### config.mk
export PLATFORM = sky130hd
export DESIGN_NAME = dead_time_pattern_run_generator_core
export DESIGN_NICKNAME = d
export VERILOG_FILES = /design/src/rtl/dtprg_pkg.sv /design/src/rtl/dead_time_pattern_run_generator_core.sv /design/src/rtl/dtprg_fifo.sv /design/src/rtl/dtprg_front.sv /design/src/rtl/dtprg_back.sv
export SDC_FILE = /design/constraint.sdc
export NUM_CORES = 1
export LEC_CHECK = 0
export CORE_MARGIN = 4
export CORE_UTILIZATION = 50
export DETAILED_ROUTE_END_ITERATION = 8
export DONT_BUFFER_PORTS = 1
export PLACE_DENSITY_LB_ADDON = 0.15
export REMOVE_ABC_BUFFERS = 1
export SYNTH_ARGS = -nofsm -noshare
export SYNTH_HDL_FRONTEND = slang
export SYNTH_HIERARCHICAL = 1
export SYNTH_SLANG_ARGS = --single-unit
export TNS_END_PERCENT = 100
### constraint.sdc
create_clock -name clk -period 8.7 [get_ports clk]
set_clock_uncertainty 0.15 [all_clocks]
set_input_delay 0.435 -clock clk [delete_from_list [all_inputs] [get_ports clk]]
set_output_delay 0.435 -clock clk [all_outputs]
set_load 0.1 [all_outputs]
### src/rtl/dtprg_pkg.sv
package dtprg_pkg;

    // Field widths fixed by the step and run formats
    localparam int LANE_W  = 6;
    localparam int DUR_W   = 16;
    localparam int TICKS_W = 17;  // duration plus correction, floored at one tick
    localparam int RUN_W   = 18;
    localparam int TOTAL_W = 24;
    localparam int DEAD_W  = 12;
    localparam int TRIM_W  = 11;
    localparam int MIN_W   = 10;
    localparam int CFG_W   = 12;
    localparam int CFG_IDX_W = 2;

    localparam int RUN_MAX   = 262143;
    localparam int TOTAL_MAX = 16777215;
    localparam logic [MIN_W-1:0] MIN_ACTIVE_RESET = 10'd20;

    // Job queue between front and back
    localparam int JOB_DEPTH = 4;
    localparam int OUT_DEPTH = 2;

    // Configuration register indexes
    typedef enum logic [CFG_IDX_W-1:0] {
        REG_DEAD_TIME  = 2'd0,
        REG_RISE_TRIM  = 2'd1,
        REG_FALL_TRIM  = 2'd2,
        REG_MIN_ACTIVE = 2'd3
    } cfg_reg_t;

    typedef struct packed {
        logic [DEAD_W-1:0] dead_time;
        logic [TRIM_W-1:0] rise_trim;
        logic [TRIM_W-1:0] fall_trim;
        logic [MIN_W-1:0]  min_active;
    } cfg_t;

    typedef struct packed {
        logic [LANE_W-1:0]  on;
        logic [LANE_W-1:0]  chg;
        logic [TICKS_W-1:0] ticks;
        logic               rise;
    } step_t;

    // One job: runs of step a, with step b following
    typedef struct packed {
        step_t              a;
        logic [LANE_W-1:0]  b_chg;
        logic               b_rise;
        logic               fin;
        logic [TOTAL_W-1:0] total;
    } job_t;

    typedef struct packed {
        logic [LANE_W-1:0]  lane_value;
        logic [RUN_W-1:0]   run_length;
        logic               dead_run;
        logic               clamped;
        logic [TOTAL_W-1:0] pattern_samples;
        logic               final_run;
    } run_t;

endpackage

### src/rtl/dead_time_pattern_run_generator_core.sv
// Channel   Handshake          Beat
// steps     push / full        lanes_on, lanes_changing, step_ticks,
//                              correction_ticks, rising_edge, last_step
// runs      empty / pop        lane_value, run_length, dead_run, clamped,
//                              pattern_samples, final_run
// config    cfg_write          cfg_index, cfg_data (no wait, no read-back)
//
// The front takes one step per cycle while the 4-entry job queue has room; the
// last step of a pattern with a held step issues two jobs and holds the front
// until its wrap job has been issued.
// The back emits one run per cycle while the run queue has room; each job gives
// an active run, plus a dead-time run when dead time applies.
// A 2-entry run queue decouples the back from pop stalls.
// Reset clears all control state; registers return to 0 except min_active (20).
module dead_time_pattern_run_generator_core
    import dtprg_pkg::*;
#(
    parameter int SAMPLES_PER_TICK = 2,
    parameter int MAX_STEPS        = 64
)
(
    input  logic                    clk,
    input  logic                    rst_n,
    input  logic                    push,
    output logic                    full,
    input  logic [LANE_W-1:0]       lanes_on,
    input  logic [LANE_W-1:0]       lanes_changing,
    input  logic [DUR_W-1:0]        step_ticks,
    input  logic signed [DUR_W-1:0] correction_ticks,
    input  logic                    rising_edge,
    input  logic                    last_step,
    output logic                    empty,
    input  logic                    pop,
    output logic [LANE_W-1:0]       lane_value,
    output logic [RUN_W-1:0]        run_length,
    output logic                    dead_run,
    output logic                    clamped,
    output logic [TOTAL_W-1:0]      pattern_samples,
    output logic                    final_run,
    input  logic                    cfg_write,
    input  logic [CFG_IDX_W-1:0]    cfg_index,
    input  logic [CFG_W-1:0]        cfg_data
);

    cfg_t cfg_reg, cfg_next;

    logic job_push;
    job_t job_in;
    logic job_full;
    logic job_empty;
    job_t job_head;
    logic job_pop;
    logic res_push;
    run_t res_in;
    logic res_full;
    run_t res_head;

    // Configuration registers
    always_comb
    begin
        cfg_next = cfg_reg;
        if (cfg_write)
        begin
            case (cfg_reg_t'(cfg_index))
                REG_DEAD_TIME:  cfg_next.dead_time  = cfg_data[DEAD_W-1:0];
                REG_RISE_TRIM:  cfg_next.rise_trim  = cfg_data[TRIM_W-1:0];
                REG_FALL_TRIM:  cfg_next.fall_trim  = cfg_data[TRIM_W-1:0];
                REG_MIN_ACTIVE: cfg_next.min_active = cfg_data[MIN_W-1:0];
                default:        cfg_next = cfg_reg;
            endcase
        end
    end

    always_ff @(posedge clk or negedge rst_n)
    begin
        if (!rst_n)
        begin
            cfg_reg.dead_time  <= '0;
            cfg_reg.rise_trim  <= '0;
            cfg_reg.fall_trim  <= '0;
            cfg_reg.min_active <= MIN_ACTIVE_RESET;
        end
        else
        begin
            cfg_reg <= cfg_next;
        end
    end

    // Front: accept and classify steps into jobs
    dtprg_front #(
        .SAMPLES_PER_TICK (SAMPLES_PER_TICK),
        .MAX_STEPS        (MAX_STEPS)
    ) u_front (
        .clk              (clk),
        .rst_n            (rst_n),
        .push             (push),
        .full             (full),
        .lanes_on         (lanes_on),
        .lanes_changing   (lanes_changing),
        .step_ticks       (step_ticks),
        .correction_ticks (correction_ticks),
        .rising_edge      (rising_edge),
        .last_step        (last_step),
        .job_push         (job_push),
        .job_data         (job_in),
        .job_full         (job_full)
    );

    // Job queue between front and back
    dtprg_fifo #(
        .WIDTH ($bits(job_t)),
        .DEPTH (JOB_DEPTH)
    ) u_job_q (
        .clk   (clk),
        .rst_n (rst_n),
        .push  (job_push),
        .din   (job_in),
        .full  (job_full),
        .pop   (job_pop),
        .dout  (job_head),
        .empty (job_empty)
    );

    // Back: turn jobs into active and dead-time runs
    dtprg_back #(
        .SAMPLES_PER_TICK (SAMPLES_PER_TICK)
    ) u_back (
        .clk       (clk),
        .rst_n     (rst_n),
        .cfg       (cfg_reg),
        .job_empty (job_empty),
        .job_head  (job_head),
        .job_pop   (job_pop),
        .res_push  (res_push),
        .res_data  (res_in),
        .res_full  (res_full)
    );

    // Run output queue
    dtprg_fifo #(
        .WIDTH ($bits(run_t)),
        .DEPTH (OUT_DEPTH)
    ) u_run_q (
        .clk   (clk),
        .rst_n (rst_n),
        .push  (res_push),
        .din   (res_in),
        .full  (res_full),
        .pop   (pop),
        .dout  (res_head),
        .empty (empty)
    );

    assign lane_value      = res_head.lane_value;
    assign run_length      = res_head.run_length;
    assign dead_run        = res_head.dead_run;
    assign clamped         = res_head.clamped;
    assign pattern_samples = res_head.pattern_samples;
    assign final_run       = res_head.final_run;

endmodule

### src/rtl/dtprg_fifo.sv
module dtprg_fifo
    import dtprg_pkg::*;
#(
    parameter int WIDTH = 8,
    parameter int DEPTH = 2
)
(
    input  logic             clk,
    input  logic             rst_n,
    input  logic             push,
    input  logic [WIDTH-1:0] din,
    output logic             full,
    input  logic             pop,
    output logic [WIDTH-1:0] dout,
    output logic             empty
);

    localparam int PTR_W = (DEPTH > 1) ? $clog2(DEPTH) : 1;
    localparam int CNT_W = $clog2(DEPTH + 1);

    logic [WIDTH-1:0] mem_reg [DEPTH];
    logic [PTR_W-1:0] wptr_reg, wptr_next;
    logic [PTR_W-1:0] rptr_reg, rptr_next;
    logic [CNT_W-1:0] count_reg, count_next;
    logic             do_push, do_pop;

    assign full    = (count_reg == CNT_W'(DEPTH));
    assign empty   = (count_reg == '0);
    assign do_push = push && !full;
    assign do_pop  = pop && !empty;
    assign dout    = mem_reg[rptr_reg];

    // Pointer and fill count update
    always_comb
    begin
        wptr_next  = wptr_reg;
        rptr_next  = rptr_reg;
        count_next = count_reg;
        if (do_push)
        begin
            wptr_next = (wptr_reg == PTR_W'(DEPTH - 1)) ? '0 : wptr_reg + 1'b1;
        end
        if (do_pop)
        begin
            rptr_next = (rptr_reg == PTR_W'(DEPTH - 1)) ? '0 : rptr_reg + 1'b1;
        end
        if (do_push && !do_pop)
        begin
            count_next = count_reg + 1'b1;
        end
        else if (do_pop && !do_push)
        begin
            count_next = count_reg - 1'b1;
        end
    end

    always_ff @(posedge clk or negedge rst_n)
    begin
        if (!rst_n)
        begin
            wptr_reg  <= '0;
            rptr_reg  <= '0;
            count_reg <= '0;
        end
        else
        begin
            wptr_reg  <= wptr_next;
            rptr_reg  <= rptr_next;
            count_reg <= count_next;
        end
    end

    // Storage, no reset
    always_ff @(posedge clk)
    begin
        if (do_push)
        begin
            mem_reg[wptr_reg] <= din;
        end
    end

endmodule

### src/rtl/dtprg_front.sv
module dtprg_front
    import dtprg_pkg::*;
#(
    parameter int SAMPLES_PER_TICK = 2,
    parameter int MAX_STEPS        = 64
)
(
    input  logic                    clk,
    input  logic                    rst_n,
    input  logic                    push,
    output logic                    full,
    input  logic [LANE_W-1:0]       lanes_on,
    input  logic [LANE_W-1:0]       lanes_changing,
    input  logic [DUR_W-1:0]        step_ticks,
    input  logic signed [DUR_W-1:0] correction_ticks,
    input  logic                    rising_edge,
    input  logic                    last_step,
    output logic                    job_push,
    output job_t                    job_data,
    input  logic                    job_full
);

    localparam int SMP_W = TICKS_W + $clog2(SAMPLES_PER_TICK + 1);
    localparam int SUM_W = TOTAL_W + 1;
    localparam int CNT_W = $clog2(MAX_STEPS + 1);

    step_t              held_reg, held_next;
    step_t              first_reg, first_next;
    logic               have_held_reg, have_held_next;
    logic [TOTAL_W-1:0] total_reg, total_next;
    logic [CNT_W-1:0]   count_reg, count_next;
    logic               pend_valid_reg, pend_valid_next;
    job_t               pend_reg, pend_next;

    logic                   accept;
    logic signed [DUR_W+1:0] tick_sum;
    step_t                  cur;
    logic [SMP_W-1:0]       cur_samples;
    logic [CNT_W-1:0]       count_new;
    logic                   is_last;
    logic [SUM_W-1:0]       total_sum;
    logic [TOTAL_W-1:0]     total_new;
    job_t                   job_held;
    job_t                   job_last;

    assign full   = pend_valid_reg || job_full;
    assign accept = push && !full;

    // Classify the incoming step
    always_comb
    begin
        tick_sum = $signed({2'b00, step_ticks})
                 + $signed({{2{correction_ticks[DUR_W-1]}}, correction_ticks});
        cur.on   = lanes_on;
        cur.chg  = lanes_changing;
        cur.rise = rising_edge;
        if (tick_sum < $signed((DUR_W+2)'(1)))
        begin
            cur.ticks = TICKS_W'(1);
        end
        else
        begin
            cur.ticks = tick_sum[TICKS_W-1:0];
        end
        cur_samples = SMP_W'(cur.ticks) * SMP_W'(SAMPLES_PER_TICK);
        count_new   = have_held_reg ? count_reg + 1'b1 : CNT_W'(1);
        is_last     = last_step || (count_new >= CNT_W'(MAX_STEPS));
        total_sum   = (have_held_reg ? SUM_W'(total_reg) : '0) + SUM_W'(cur_samples);
        if (total_sum > SUM_W'(TOTAL_MAX))
        begin
            total_new = TOTAL_W'(TOTAL_MAX);
        end
        else
        begin
            total_new = total_sum[TOTAL_W-1:0];
        end
    end

    // Jobs: held step followed by this one, and this one wrapping to the first
    always_comb
    begin
        job_held.a      = held_reg;
        job_held.b_chg  = cur.chg;
        job_held.b_rise = cur.rise;
        job_held.fin    = 1'b0;
        job_held.total  = '0;

        job_last.a      = cur;
        job_last.b_chg  = have_held_reg ? first_reg.chg : cur.chg;
        job_last.b_rise = have_held_reg ? first_reg.rise : cur.rise;
        job_last.fin    = 1'b1;
        job_last.total  = total_new;
    end

    // Job issue and pattern state
    always_comb
    begin
        job_push        = 1'b0;
        job_data        = job_held;
        pend_valid_next = pend_valid_reg;
        pend_next       = pend_reg;
        held_next       = held_reg;
        first_next      = first_reg;
        have_held_next  = have_held_reg;
        total_next      = total_reg;
        count_next      = count_reg;

        if (pend_valid_reg)
        begin
            job_data = pend_reg;
            if (!job_full)
            begin
                job_push        = 1'b1;
                pend_valid_next = 1'b0;
            end
        end
        else if (accept)
        begin
            if (have_held_reg)
            begin
                job_push = 1'b1;
                job_data = job_held;
                if (is_last)
                begin
                    pend_valid_next = 1'b1;
                    pend_next       = job_last;
                end
            end
            else if (is_last)
            begin
                job_push = 1'b1;
                job_data = job_last;
            end

            if (is_last)
            begin
                have_held_next = 1'b0;
                total_next     = '0;
                count_next     = '0;
            end
            else
            begin
                held_next      = cur;
                have_held_next = 1'b1;
                total_next     = total_new;
                count_next     = count_new;
                if (!have_held_reg)
                begin
                    first_next = cur;
                end
            end
        end
    end

    always_ff @(posedge clk or negedge rst_n)
    begin
        if (!rst_n)
        begin
            have_held_reg  <= 1'b0;
            total_reg      <= '0;
            count_reg      <= '0;
            pend_valid_reg <= 1'b0;
        end
        else
        begin
            have_held_reg  <= have_held_next;
            total_reg      <= total_next;
            count_reg      <= count_next;
            pend_valid_reg <= pend_valid_next;
        end
    end

    always_ff @(posedge clk)
    begin
        held_reg  <= held_next;
        first_reg <= first_next;
        pend_reg  <= pend_next;
    end

endmodule

### src/rtl/dtprg_back.sv
module dtprg_back
    import dtprg_pkg::*;
#(
    parameter int SAMPLES_PER_TICK = 2
)
(
    input  logic clk,
    input  logic rst_n,
    input  cfg_t cfg,
    input  logic job_empty,
    input  job_t job_head,
    output logic job_pop,
    output logic res_push,
    output run_t res_data,
    input  logic res_full
);

    localparam int SMP_W = TICKS_W + $clog2(SAMPLES_PER_TICK + 1);
    localparam int ACT_W = SMP_W + 3;

    job_t work_reg, work_next;
    logic work_valid_reg, work_valid_next;
    logic phase_reg, phase_next;

    logic [SMP_W-1:0]        dur;
    logic [DEAD_W-1:0]       dead;
    logic                    has_dead;
    logic [TRIM_W-1:0]       trim_a;
    logic [TRIM_W-1:0]       trim_b;
    logic signed [ACT_W-1:0] act;
    logic [RUN_W-1:0]        act_len;
    logic                    act_clamp;
    logic                    done;

    // Active run length: duration, dead time and edge trims, raised to min_active and capped at RUN_MAX
    always_comb
    begin
        dur      = SMP_W'(work_reg.a.ticks) * SMP_W'(SAMPLES_PER_TICK);
        dead     = (work_reg.b_chg != '0) ? cfg.dead_time : '0;
        has_dead = (dead != '0);
        if (work_reg.a.chg == '0)
        begin
            trim_a = '0;
        end
        else
        begin
            trim_a = work_reg.a.rise ? cfg.rise_trim : cfg.fall_trim;
        end
        if (work_reg.b_chg == '0)
        begin
            trim_b = '0;
        end
        else
        begin
            trim_b = work_reg.b_rise ? cfg.rise_trim : cfg.fall_trim;
        end
        act = $signed({{(ACT_W-SMP_W){1'b0}}, dur})
            - $signed({{(ACT_W-DEAD_W){1'b0}}, dead})
            + $signed({{(ACT_W-TRIM_W){trim_a[TRIM_W-1]}}, trim_a})
            - $signed({{(ACT_W-TRIM_W){trim_b[TRIM_W-1]}}, trim_b});
        act_clamp = 1'b0;
        if (act < $signed({{(ACT_W-MIN_W){1'b0}}, cfg.min_active}))
        begin
            act_len   = RUN_W'(cfg.min_active);
            act_clamp = 1'b1;
        end
        else if (act > $signed(ACT_W'(RUN_MAX)))
        begin
            act_len = RUN_W'(RUN_MAX);
        end
        else
        begin
            act_len = act[RUN_W-1:0];
        end
    end

    // Run beat: active run first, then the dead-time window if any
    always_comb
    begin
        if (phase_reg)
        begin
            res_data.lane_value      = work_reg.a.on & ~work_reg.b_chg;
            res_data.run_length      = RUN_W'(dead);
            res_data.dead_run        = 1'b1;
            res_data.clamped         = 1'b0;
            res_data.pattern_samples = work_reg.fin ? work_reg.total : '0;
            res_data.final_run       = work_reg.fin;
        end
        else
        begin
            res_data.lane_value      = work_reg.a.on;
            res_data.run_length      = act_len;
            res_data.dead_run        = 1'b0;
            res_data.clamped         = act_clamp;
            res_data.pattern_samples = (work_reg.fin && !has_dead) ? work_reg.total : '0;
            res_data.final_run       = work_reg.fin && !has_dead;
        end
    end

    assign res_push = work_valid_reg && !res_full;
    assign done     = res_push && (phase_reg || !has_dead);
    assign job_pop  = !job_empty && (!work_valid_reg || done);

    // Work register sequencing
    always_comb
    begin
        work_next       = work_reg;
        work_valid_next = work_valid_reg;
        phase_next      = phase_reg;
        if (job_pop)
        begin
            work_next       = job_head;
            work_valid_next = 1'b1;
            phase_next      = 1'b0;
        end
        else if (done)
        begin
            work_valid_next = 1'b0;
            phase_next      = 1'b0;
        end
        else if (res_push)
        begin
            phase_next = 1'b1;
        end
    end

    always_ff @(posedge clk or negedge rst_n)
    begin
        if (!rst_n)
        begin
            work_valid_reg <= 1'b0;
            phase_reg      <= 1'b0;
        end
        else
        begin
            work_valid_reg <= work_valid_next;
            phase_reg      <= phase_next;
        end
    end

    always_ff @(posedge clk)
    begin
        work_reg <= work_next;
    end

endmodule

# Word level (Yosys, flattened, before mapping)

Memories as Yosys holds them, arrays and structs flattened. A register that Yosys moved wholly into a read port is not among the register bits.
Index checks and enable logic that the tools add are counted.

$lt $le $gt $ge: 5
Multiplexer cells: 50
Shift operators: 0
Equality and inequality tests: 7
Reduce and logical (&&, ||, !) cells: 47
$mul: 0
Add/subtract/negate cells: 14
Divide/modulo/power cells: 0
Bitwise gates (word level): 5

Operators with widths:

| operator               | number |
|---|---|
| $mux W62               | 4 |
| $mux W24               | 5 |
| $mux W51               | 1 |
| $mux W11               | 4 |
| $mux W18               | 2 |
| $add A25 B18 Y25       | 1 |
| $gt A25 B24 Y1 const B | 1 |
| $mux W1                | 23 |
| $gt A22 B19 Y1 const B | 1 |
| $lt A22 B11 Y1         | 1 |
| $sub A22 B11 Y22       | 1 |
| $add A19 B11 Y20       | 1 |
| $sub A18 B12 Y19       | 1 |
| $add A17 B16 Y18       | 1 |
| $lt A18 B2 Y1 const B  | 1 |
| $mux W17               | 1 |
| $mux W7                | 2 |
| $logic_and A1 B1 Y1    | 13 |
| $logic_not A6 Y1       | 2 |
| $mux W12               | 1 |
| $reduce_bool A12 Y1    | 1 |
| $logic_not A1 Y1       | 11 |
| $eq A2 B2 Y1 const B   | 5 |
| $reduce_and A2 Y1      | 5 |
| 23 further kinds       | 39 |

Register bits after elaboration: 188
Latch bits: 0
Bits in read-only memories: 0
Memories kept: 2
RAM bits: 350
Input bits: 65
Output and inout bits: 53
Logic and storage cells: 159

Memory list:

| name            | words | width | rd ports | clocked after memory_dff | write ports | line             | source |
|---|---|---|---|---|---|---|---|
| u_job_q.mem_reg | 4     | 62    | 1        | 1                        | 1           | dtprg_fifo.sv:21 | `logic [WIDTH-1:0] mem_reg [DEPTH];` |
| u_run_q.mem_reg | 2     | 51    | 1        | 0                        | 1           | dtprg_fifo.sv:21 |  |

# Depth between registers and ports, before layout

Depth after elaboration: 13
Depth in mapped cells: 28
Mapped depth without buffers: 25

# By module

Netlist, hierarchy kept.

Modules (own cells, without submodules):

| module                               | area an instance (µm²) | times used | cells an instance | seq. area each (µm²) |
|---|---|---|---|---|
| dtprg_fifo at u_job_q                | 9,381.5                | 1          | 361               | 7,622.3 |
| dtprg_front                          | 7,607.3                | 1          | 746               | 3,768.6 |
| dtprg_back                           | 5,267.6                | 1          | 525               | 1,911.8 |
| dtprg_fifo at u_run_q                | 4,129.0                | 1          | 178               | 3,163.0 |
| dead_time_pattern_run_generator_core | 1,751.7                | 1          | 95                | 1,103.6 |

# Worst setup path before layout

No wires, ideal clock.

Kind: register -> register
Start point: reg, netlist name u_back/work_reg[31]
End point: mem u_run_q/mem_reg[0][27] in the netlist's numbering, data pin
Setup time: 0.260 ns
Data required time: 8.290 ns
Stages on the path, launching flop included: 26
Path buffers: 1
Data arrival time: 5.605 ns
Clock period less this slack: 6.016 ns
Slack: 2.684 ns
Cells stage by stage: edfxtp_1 -> nor2_1 -> nand3_1 -> clkbuf_1 -> nand2_1 -> inv_1 -> fa_1 -> nor2b_1 -> o21ai_0 -> a21boi_0 -> o21ai_0 -> a21oi_1 -> o21ai_0 -> a21oi_1 -> nor4_1 -> a311o_1 -> fa_1 -> ha_1 -> inv_1 -> a221o_1 -> o21ba_2 -> a21oi_1 -> xnor2_1 -> nand3_1 -> or3b_1 -> o221a_2

RTL lines:

| element       | line |
|---|---|
| end, declared | dtprg_fifo.sv:21 |

==> summary.md <==
| Metric | Value |
|---|---|
| Synth Register Bits | 600 |
| Skew-Pair Late Insertion Delay | 0.62 ns |
| Initial DRC count | 1,337 |
| Crit path max fanout | 32 |
| Clk sinks | 600 |
| Top Ports | 118 |
| First-pass DRT Iterations | 5 |
| Largest delay share family, worst path | compound AO/OA/AOI/OAI gates |
| Post-Route Setup TNS | 0 ns |
| Post_cts resized | 0 |
| Worst path bufs/invs | 2 |
| Clk pin slew, worst setup/hold paths | 0.06 ns |
| Worst path max stage delay | 0.47 ns |
| Layout filler cell count | 4,447 |
| Layout cell share with drive strength beyond 1 | 17.1% |
| WS Path Type | reg2reg |
| Multi-input gate area | 9870 µm² |
| Root buffer selected by CTS | clkbuf_16 |
| Maxcap violations | 0 |
| Fin crit share | 76.8% |
| Final hold vios | 0 |
| Crit path cell chain | nor2_1 > nand3_1 > buf_4 > nand2_1 > ha_1 > nor2b_1 > o21ai_0 > a21boi_0 > o21ai_0 > nand2_1 > xor2_1 > fa_1 > ha_1 > a31oi_2 > xor2_1 > inv_1 > ha_1 > a2111oi_0 > o21ai_0 > o2111ai_1 > nand4_1 > or4_4 > nand2_1 > o221ai_1 |
| Synth async-reset ratio | 15.0% |
| CTS Hold Bufs | 32 |
| Syn-to-layout area delta | 10.5% |
| Initial Util | 50.8% |
| CP required | 8.87 ns |
| WL/cell | 22.1 µm |
| CTS H-tree depth | 2 |
| Worst-margin pin slew | 1.14 ns |
| Number of synthesis warnings | 6 |
| Hold crit path type | in2reg |
| Final setup viols | 0 |
| GRT Total Usage | 20.2% |
| TritonCTS Buffers | 61 |
| Buffers on Ports | 0 |
| DRT antenna net count | 0 |
| EDFF count, synth | 510 |
| Outcome | finished clean |
| Worst setup EP type | flop |
| Cell Rows | 86 |
| Routed Wire Length | 60.8 mm |
| WP data arrival | 6.86 ns |
| Largest net degree at the start of global routing | 91 |
| Mapped Area | 28,100 µm² |
| Register cell area after layout | 17,600 µm² |
| GP Congestion | 0.866 |
| Reg2reg start | u_back/work_reg[31] |
| Nets | 2,122 |
| Max-slew violation count | 0 |
| CORE AREA | 55,400 µm² |
| Vias in the first global route | 16,049 |
| Tmin final | 6.68 ns |
| Via count | 15,962 |
| Startpoint Class | flop |
| GRT overflow | 0 |
| Vias/cell | 5.80 |
| Rel. slew slack | 23.8% |
| Die area | 60,100 µm² |
| Unrepaired setup endpoints after global routing | no |
| Ys flop type | edfxtp_1 |
| Max FFs per register | 248 |
| Clock Tree Buf Depth | 3 |
| Syn_area_per_cell | 14.8 µm² |
| Die height | 245 µm |
| First-pass GRT wire length | 95.1 mm |
| CTS tree | yes |
| # Post-CTS Setup Buffers | 0 |
| Crit path from | u_back/work_reg[31] |
| Fmax | 150 MHz |
| Die Wd | 245 µm |
| Antenna violations before repair | 4 |
| Detail Placement HPWL | 39.6 mm |
| Worst-path cell with the longest stage delay | fa_1 |
| Sequential-to-total area share from yosys stat | 62.4% |
| DRC Markers | 0 |
| Distinct cell type count after synthesis | 91 |
| HP Start | lanes_on[1] |
| Post-Synthesis Cells | 1,905 |
cells in the final DEF (no fill, tap or decap), types with 16 or more instances in the layout:
cell type,count
fa_1,23
mux2_2,54
a22oi_1,23
o21ai_0,75
ha_1,86
nor3_1,16
and2_1,53
edfxtp_1,510
dfrtp_1,84
dlygate4sd3_1,31
mux4_2,62
a21o_1,28
mux2_4,71
clkbuf_16,62
a21oi_1,66
clkinv_1,20
xor2_1,25
xnor2_1,36
o21ai_1,24
nand2_1,146
buf_4,23
inv_1,71
nor2_1,95
metrics by stage:
stage,cell area (µm²),hold slack (ns),utilization (%),std cells,setup slack (ns)
2_1_floorplan,27700,-0.0106,-,1830,2.27
6_report,31100,0.0491,56.1,2753,2.02
4_1_cts,31100,0.00801,56.1,2749,2.08
3_5_place_dp,28800,-0.00582,52.0,2601,2.12
3_3_place_gp,28800,-0.00743,52.0,2601,2.21
5_1_grt,31100,0.0374,56.1,2753,1.50
synth_stat cells (10+ instances only):
master    number  area share, %
buf_2         12           0.21
mux2_4        71            3.8
and2_1        57            1.3
clkbuf_1      37           0.49
nor3_1        16           0.28
a22oi_1       23           0.61
nor2_1        99            1.3
mux2i_1       15           0.53
nand4_1       15           0.33
inv_1         71           0.95
a21oi_1       66            1.2
dfrtp_1       88            7.8
a21o_1        28           0.75
a31oi_1       15           0.33
nand3_1       15           0.27
o21ai_1       24           0.43
o21a_1        11           0.29
nand2_1      146            1.9
nor2b_1       10           0.22
mux4_2        62            5.0
mux2_2        54            2.2
xnor2_1       36            1.1
nand2b_1      14           0.31
fa_1          23            1.6
a211oi_1      15           0.40
ha_1          86            3.8
xor2_1        25           0.78
a22o_1        11           0.34
o21ai_0       75            1.3
and3_1        10           0.22
edfxtp_1     510             54
per-layer routing:
layer / up-vias / global-route usage, % / share of wire (%)
li1: 7360 / - / -
met1: 8130 / 28.8 / 45
met2: 387 / 33.3 / 49
met3: 85 / 2.82 / 4.6
met4: 0 / 5.00 / 1.9
met5: - / 0 / 0
cell families (layout without fill, tap and decap cells):
kind of cell,count (synthesis),in the layout,synth area share [%]
flip-flops,600,600,62.4
adder cells (fa/ha/maj),109,109,5.46
XOR/XNOR,62,62,2.00
multiplexers,202,202,11.4
buffers and inverters,147,243,2.59
other,0,4,0
AO/OA/AOI/OAI,360,360,8.60
AND/OR/NAND/NOR,425,425,7.46
path summary, 6_finish.rpt:
kind / end / slack [ns] / depth (start not counted)
setup / recovery: u_run_q/mem_reg[0][30] / 2.02 / 24
hold reg to reg: u_front/total_reg[15] / 0.33 / 2
hold / removal: u_job_q/mem_reg[0][57] / 0.05 / 2
min in group asynchronous: cfg_reg[41] / 0.28 / 2
max in group asynchronous: u_run_q/rptr_reg / 7.66 / 2
setup reg to reg: u_run_q/mem_reg[0][30] / 2.02 / 24
area by class of cell:
cell class / instances / share of cell area, %
well taps: 748 / 3.01
diodes: 4 / 0.0322
inverters: 72 / 0.869
clock inverters: 41 / 1.04
flip-flops and latches: 600 / 56.5
clock buffers: 75 / 5.15
repair buffers: 55 / 1.64
multi-input cells: 1158 / 31.7
worst register-to-register path: stages, from the launching register on:
cell,delay (ns)
edfxtp_1,0.39
nor2_1,0.28
nand3_1,0.15
buf_4,0.28
nand2_1,0.12
ha_1,0.27
nor2b_1,0.15
o21ai_0,0.19
a21boi_0,0.11
o21ai_0,0.25
nand2_1,0.11
xor2_1,0.20
fa_1,0.47
ha_1,0.43
a31oi_2,0.37
xor2_1,0.24
inv_1,0.07
ha_1,0.30
a2111oi_0,0.36
o21ai_0,0.24
o2111ai_1,0.16
nand4_1,0.14
or4_4,0.47
nand2_1,0.29
o221ai_1,0.19
Power is not shown: default switching activity piles up to over one toggle a cycle in this logic, so the estimate is an artifact.
